--- src/rtl/core/ncs_pkg.sv ---
package ncs_pkg;

   localparam int MAX_CENTERS    = 16;
   localparam int MAX_DIMENSIONS = 256;
   localparam int CIDX_W = $clog2(MAX_CENTERS);
   localparam int FIDX_W = $clog2(MAX_DIMENSIONS);
   localparam int ADDR_W = CIDX_W + FIDX_W;
   localparam int VAL_W  = 16;
   localparam int NORM_W = 40;
   localparam int DOT_W  = 40;
   localparam int DIST_W = 49;
   localparam int OUT_W  = 47;
   localparam int ACN_W  = 5;
   localparam int ADIM_W = 9;
   localparam int CSR_IDX_W = 2;
   localparam int CSR_DAT_W = 9;

   localparam logic [1:0] KIND_CENTER_WR = 2'd0;
   localparam logic [1:0] KIND_POINT     = 2'd1;
   localparam logic [1:0] KIND_CLEAR     = 2'd2;

   localparam logic [CSR_IDX_W-1:0] REG_ACTIVE_CENTERS    = 2'd0;
   localparam logic [CSR_IDX_W-1:0] REG_ACTIVE_DIMENSIONS = 2'd1;

   typedef struct packed {
      logic              load;
      logic              clear_we;
      logic              clear_norms;
      logic              cen_rd;
      logic              cen_wr;
      logic              pt_rd;
      logic              pt_wr;
      logic              walk;
      logic              emit;
      logic [ADDR_W-1:0] addr;
   } cmd_type;

   typedef struct packed {
      logic              pt_last;
      logic              pipe_busy;
      logic [CIDX_W-1:0] ncen_m1;
   } status_type;

endpackage

--- src/rtl/core/ncs_ctrl.sv ---
module ncs_ctrl (
   input  logic               clock,
   input  logic               reset,
   input  logic               start,
   input  logic [1:0]         req_kind,
   output logic               busy,
   output ncs_pkg::cmd_type   cmd,
   input  ncs_pkg::status_type status
);
   import ncs_pkg::*;

   localparam logic [3:0] S_CLEAR = 4'd0;
   localparam logic [3:0] S_IDLE  = 4'd1;
   localparam logic [3:0] S_CW_RD = 4'd2;
   localparam logic [3:0] S_CW_WR = 4'd3;
   localparam logic [3:0] S_PW_RD = 4'd4;
   localparam logic [3:0] S_PW_WR = 4'd5;
   localparam logic [3:0] S_WALK  = 4'd6;
   localparam logic [3:0] S_DRAIN = 4'd7;
   localparam logic [3:0] S_EMIT  = 4'd8;

   logic [3:0]        state_ff, state_in;
   logic [ADDR_W-1:0] cnt_ff, cnt_in;
   logic [ADDR_W-1:0] walk_end;

   assign walk_end = {status.ncen_m1, {FIDX_W{1'b1}}};
   assign busy = (state_ff != S_IDLE);

   always_comb begin
      state_in = state_ff;
      cnt_in   = cnt_ff;
      cmd      = '0;
      cmd.addr = cnt_ff;
      case (state_ff)
         S_CLEAR: begin
            cmd.clear_we = 1'b1;
            cnt_in = cnt_ff + 1'b1;
            if (cnt_ff == {ADDR_W{1'b1}}) begin
               state_in = S_IDLE;
            end
         end
         S_IDLE: begin
            cnt_in = '0;
            if (start) begin
               cmd.load = 1'b1;
               case (req_kind)
                  KIND_CENTER_WR: state_in = S_CW_RD;
                  KIND_POINT:     state_in = S_PW_RD;
                  KIND_CLEAR: begin
                     cmd.clear_norms = 1'b1;
                     state_in = S_CLEAR;
                  end
                  default:        state_in = S_IDLE;
               endcase
            end
         end
         S_CW_RD: begin
            cmd.cen_rd = 1'b1;
            state_in = S_CW_WR;
         end
         S_CW_WR: begin
            cmd.cen_wr = 1'b1;
            state_in = S_IDLE;
         end
         S_PW_RD: begin
            cmd.pt_rd = 1'b1;
            state_in = S_PW_WR;
         end
         S_PW_WR: begin
            cmd.pt_wr = 1'b1;
            state_in = status.pt_last ? S_WALK : S_IDLE;
         end
         S_WALK: begin
            cmd.walk = 1'b1;
            cnt_in = cnt_ff + 1'b1;
            if (cnt_ff == walk_end) begin
               state_in = S_DRAIN;
            end
         end
         S_DRAIN: begin
            if (!status.pipe_busy) begin
               state_in = S_EMIT;
            end
         end
         S_EMIT: begin
            cmd.emit = 1'b1;
            state_in = S_IDLE;
         end
         default: state_in = S_IDLE;
      endcase
   end

   always_ff @(posedge clock) begin
      if (reset) begin
         state_ff <= S_CLEAR;
         cnt_ff   <= '0;
      end else begin
         state_ff <= state_in;
         cnt_ff   <= cnt_in;
      end
   end

endmodule

--- config.mk ---
export PLATFORM = sky130hd
export DESIGN_NAME = ncs_ctrl
export DESIGN_NICKNAME = d
export VERILOG_FILES = /design/src/rtl/core/ncs_pkg.sv /design/src/rtl/core/ncs_ctrl.sv
export SDC_FILE = /design/constraint.sdc
export NUM_CORES = 1
export LEC_CHECK = 0
export BUFFER_PORTS_ARGS = -buffer_cell sky130_fd_sc_hd__buf_2
export CELL_PAD_IN_SITES_DETAIL_PLACEMENT = 2
export CELL_PAD_IN_SITES_GLOBAL_PLACEMENT = 2
export CORE_ASPECT_RATIO = 1.4
export CORE_MARGIN = 4
export CORE_UTILIZATION = 24
export DETAILED_ROUTE_END_ITERATION = 10
export PLACE_DENSITY = 0.76
export SLEW_MARGIN = 0
export SYNTH_ARGS = -nofsm -noshare
export SYNTH_HDL_FRONTEND = slang
export SYNTH_SLANG_ARGS = --single-unit
--- constraint.sdc ---
create_clock -name clock -period 1.6 [get_ports clock]
set_input_delay 0.24 -clock clock [delete_from_list [all_inputs] [get_ports clock]]
set_output_delay 0.24 -clock clock [all_outputs]
set_load 0.01 [all_outputs]
# ---- Word level (Yosys, flattened, before mapping)
# Index checks and enable logic that the tools add are counted.
# Widths: inputs -> output; s select.
dict set report word_totals {
  elab_cells 45
  register_bits 16
  in_bits 11
}
dict set report classes {
  reduce_logical 5
  muxes 20
  eq_ne 17
  addsub 1
}
# op count
set ops {}
lappend ops {{$pmux 4 s7} 1}
lappend ops {{$pmux 12 s2} 1}
lappend ops {{$eq 4x3->1 const B} 4}
lappend ops {{$mux 4} 4}
lappend ops {{$add 12x1->12 const B} 1}
lappend ops {{$eq 12x12->1} 1}
lappend ops {{$eq 12x12->1 const B} 1}
lappend ops {{$mux 1} 12}
lappend ops {{$pmux 3 s3} 1}
lappend ops {{$eq 4x2->1 const B} 2}
lappend ops {{$ne 2x2->1 const B} 4}
lappend ops {{$eq 4x1->1 const B} 1}
lappend ops {{$eq 4x4->1 const B} 1}
lappend ops {{$logic_not 4->1} 1}
lappend ops {{$ne 4x1->1 const B} 1}
lappend ops {{$reduce_and 4->1} 1}
lappend ops {{$mux 3} 1}
lappend ops {{$eq 2x1->1 const B} 1}
lappend ops {{$eq 2x2->1 const B} 1}
lappend ops {{$logic_not 2->1} 1}
lappend ops {{$reduce_bool 2->1} 1}
lappend ops {{$reduce_or 2->1} 1}

# ---- Longest topological paths before layout
dict set report logic_depth {
  word_depth 4
  ltp_mapped 7
  mapped_depth_nobuf 6
}

# ---- Worst setup path after synthesis
# Ideal clock, no wire load.
dict set report synth_path {
  path_kind {reg2reg}
  startpoint {register cnt_ff[0]}
  endpoint {register state_ff[1]}
  t_required_ns 1.458
  arrival_ns 1.582
  stages_incl_launch_ff 6
  period_less_slack_ns 1.723
  path_slack_ns -0.123
  setup_time_ns 0.142
  path_cell_list {dfxtp_1 > ha_1 > nand3_1 > o21a_1 > a2111oi_0 > a211oi_1}
}
dict set report synth_via {
  elab_chain_len 3
}
# item line_no
set synth_rtl {}
lappend synth_rtl {{start: declaration} ncs_ctrl.sv:23} ;# logic [ADDR_W-1:0] cnt_ff, cnt_in;
lappend synth_rtl {{start signal: assignment} ncs_ctrl.sv:99} ;# cnt_ff <= cnt_in;
lappend synth_rtl {{$eq 12x12->1 (on tied branches)} {ncs_ctrl.sv:76, ncs_ctrl.sv:38}}
lappend synth_rtl {{$ne 2x2->1 (no line)} --}
lappend synth_rtl {{$reduce_and 4->1 (no line) *} --}
lappend synth_rtl {{end signal: assignment} ncs_ctrl.sv:98} ;# state_ff <= state_in;
lappend synth_rtl {{end: declaration} ncs_ctrl.sv:22} ;# logic [3:0] state_ff, state_in;
# Mark *: on every way between the ends. The rest lies on a longest branch, timed or not.
# A chain may end at the register's enable or synchronous reset.

==> results.py <==
metrics = {
    "logic_synthesis": {
        "ys_dominant_reg_cell": "dfxtp_1",
        "syn-num-nets": 137,
        "syn-mean-instance-area_um2": 7.918,
        "synth_enable_flop_cells": 0,
        "ys_warn_count": 0,
        "async_flop_share_pct": 0,
        "syn_area_um2": 989.7,
        "synthCells": 125,
        "ys_seq_area_share_pct": 32.36,
        "synth_cell_type_count": 42,
        "ys_seq_elements": 16,
    },
    "sta": {
        "max_freq_ghz": 0.5744,
        "rsz0062_at_grt": "yes",
        "worstMarginPinSlew_ns": 0.4203,
        "finalHoldViolCount": 0,
        "fin_crit_sh_pct": 108.8,
        "skew_ns": 0.007316,
        "layout_min_cycle_time_ns": 1.741,
        "worst_slew_margin_rel_pct": 71.98,
        "fin_ws_ns": -0.1409,
        "drv_slew": 0,
        "fin_tns_setup_ns": -1.166,
        "finalSetupViolations": 14,
    },
    "layout": {
        "nets": 219,
        "seqCellArea_um2": 331.6,
        "final_core_util_pct": 46.25,
        "fill_cells": 447,
        "final_common_cell": "buf_4",
        "area_delta_synth_final_pct": 84.70,
        "multi_input_area_um2": 807.0,
        "final_cell_mix": "45 x buf_4, 31 x buf_2, 9 x nor2_1, 9 x a21oi_1, 9 x dfxtp_1",
        "drive_gt1_share_pct": 64.39,
        "antennaDiodeCount": 0,
        "fin_cells": 248,
    },
    "pwr": {
        "p_leak_nw": 0.8013,
        "cellPowerDensity_nw_per_um2": 1698,
        "power_mw": 3.104,
        "peakVddDrop_mv": 0.8030,
    },
    "placement": {
        "pre_cts_slack_ns": -0.1466,
        "io_buffers": 32,
        "dp.cells": 227,
        "dpl.hpwl_um": 3268,
        "place.gp.congestion": 0.7682,
    },
    "grt": {
        "met3_usage_pct": 2.830,
        "grt_max_degree": 17,
        "use_met2_pct": 35.47,
        "grt_pass1_vias": 1533,
        "met1_usage_pct": 18.66,
        "grt_overflow": 0,
        "antenna_found_initial": 0,
        "grt_most_used_layer": "met2",
        "grt_pass1_wl_um": 7797,
        "grtUsageTotal_pct": 18.17,
    },
    "setup_path": {
        "worstSetupEndpointType": "output pin",
        "path_max_fanout": 4,
        "cp_cell_sequence": "buf_6 -> nand2b_4 -> nor3_4 -> and2_4 -> and3b_1 -> buf_2",
        "required_ns": 1.36,
        "cp-start-kind": "flip-flop",
        "slowest_delay_ns": 0.34,
        "arrival_ns": 1.50,
        "crit_type": "reg -> out",
        "critPathSlowestCell": "dfxtp_2",
    },
    "die": {
        "start_util_pct": 25.04,
        "core_region_area_um2": 3953,
        "die_y_um": 83.98,
        "rows": 27,
        "die_area_um2": 5229,
        "io_pins": 33,
        "die_x_um": 62.27,
    },
    "min_path": {
        "hp-class": "in -> reg",
    },
    "clock_tree": {
        "cts_buffer_depth": 2,
        "cts_tree": "built",
        "cts-root-buf": "clkbuf_8",
        "cts-htree-levels": 1,
        "cts_sinks": 16,
        "cts-buffers-inserted": 3,
        "clk_pin_slew_ns": 0.07,
        "insertion_delay_ns": 0.26,
    },
    "routing": {
        "wl_per_cell_um": 20.30,
        "antenna_left": 0,
        "finalWirelength_um": 5034,
        "viasPerCell": 5.319,
        "first_pass_iters": 4,
        "vias": 1319,
        "first_iter_violations": 44,
        "drcViolationCount": 0,
    },
    "status": {
        "status": "complete, but fails checks",
        "violations": "setup timing",
    },
    "flow_run": {
        "cap_violations": 0,
    },
}
## worst max-delay path: cells and delay by family (launching register included)
kind                   cells  cell delay (ns)
buffers and inverters      2             0.25
flip-flops                 1             0.34
AND/OR/NAND/NOR            4             0.65
## cell families (layout without fill, tap and decap cells)
| group | Yosys count | after routing | synth area share (%) |
|---|---|---|---|
| flip-flops | 16 | 16 | 32.36 |
| buffers and inverters | 8 | 88 | 4.297 |
| adder cells (fa/ha/maj) | 1 | 1 | 1.264 |
| XOR/XNOR | 5 | 5 | 4.425 |
| AND/OR/NAND/NOR | 59 | 59 | 32.49 |
| AO/OA/AOI/OAI | 35 | 35 | 24.02 |
| multiplexers | 1 | 1 | 1.138 |
## area by class of cell
cell class,count,area share [%]
Clock buffer,3,2.259
Inverter,1,0.4107
Multi-Input combinational cell,101,44.15
Sequential cell,16,18.14
Tap cell,43,2.943
Timing Repair Buffer,84,32.10
## flip-flops by register name, indices dropped and copies added (netlist names)
name and count:
cnt_ff 12, state_ff 4
## report_power, final
part	switching [mW]	internal, mW	total [mW]
Combinational	1.11	1.13	2.24
Sequential	0.0798	0.468	0.548
Clock	0.148	0.167	0.315
Total	1.34	1.76	3.10
## Yosys cell counts (2+ instances only)
library cell / count / area [um2]
a21oi_1: 14 / 70.07
or4_1: 3 / 22.52
dfxtp_1: 16 / 320.3
nor2_1: 14 / 52.55
and2_1: 2 / 12.51
a211oi_1: 4 / 30.03
o311ai_0: 2 / 17.52
nand2b_1: 4 / 25.02
clkbuf_1: 4 / 15.01
o21a_1: 2 / 15.01
xor2_1: 5 / 43.79
nand4_1: 2 / 12.51
nand2_1: 6 / 22.52
nand3_1: 7 / 35.03
o21ai_0: 4 / 20.02
nor4_1: 4 / 25.02
nor3_1: 7 / 35.03
## per-layer routing
metal | vias to the layer above | share of wire [%]
li1 | 628 | -
met1 | 651 | 36
met4 | 0 | 1.6
met5 | - | 0
met2 | 31 | 60
met3 | 9 | 3.2
## metrics by stage
stage / hold WS, ns / area (um2)
after floorplan: 0.3169 / 1005
after global placement: 0.4543 / 1429
after detailed placement: 0.4653 / 1429
after CTS: 0.1903 / 1647
after global routing: 0.2161 / 1828
final: 0.1983 / 1828
## worst paths after layout
check / start / cells after the start / slack (ns) / to
setup reg to reg: state_ff[2]$_SDFFE_PP0P_ / 7 / -0.12 / cnt_ff[6]$_SDFFE_PP0P_
hold / removal: status[4] / 2 / 0.20 / state_ff[3]$_SDFFE_PP0P_
hold reg to reg: cnt_ff[4]$_SDFFE_PP0P_ / 2 / 0.57 / cnt_ff[4]$_SDFFE_PP0P_
setup / recovery: state_ff[2]$_SDFFE_PP0P_ / 6 / -0.14 / cmd[18]
## what timing repair did
item / CTS / global route
buffers inserted: 10 / 8
hold buffers: 0 / 0
endpoints found under the setup margin: 21 / 23
gates resized for setup: 27 / 32
pin swaps: 16 / 13
Note: power is estimated with default switching activity, not from simulation.
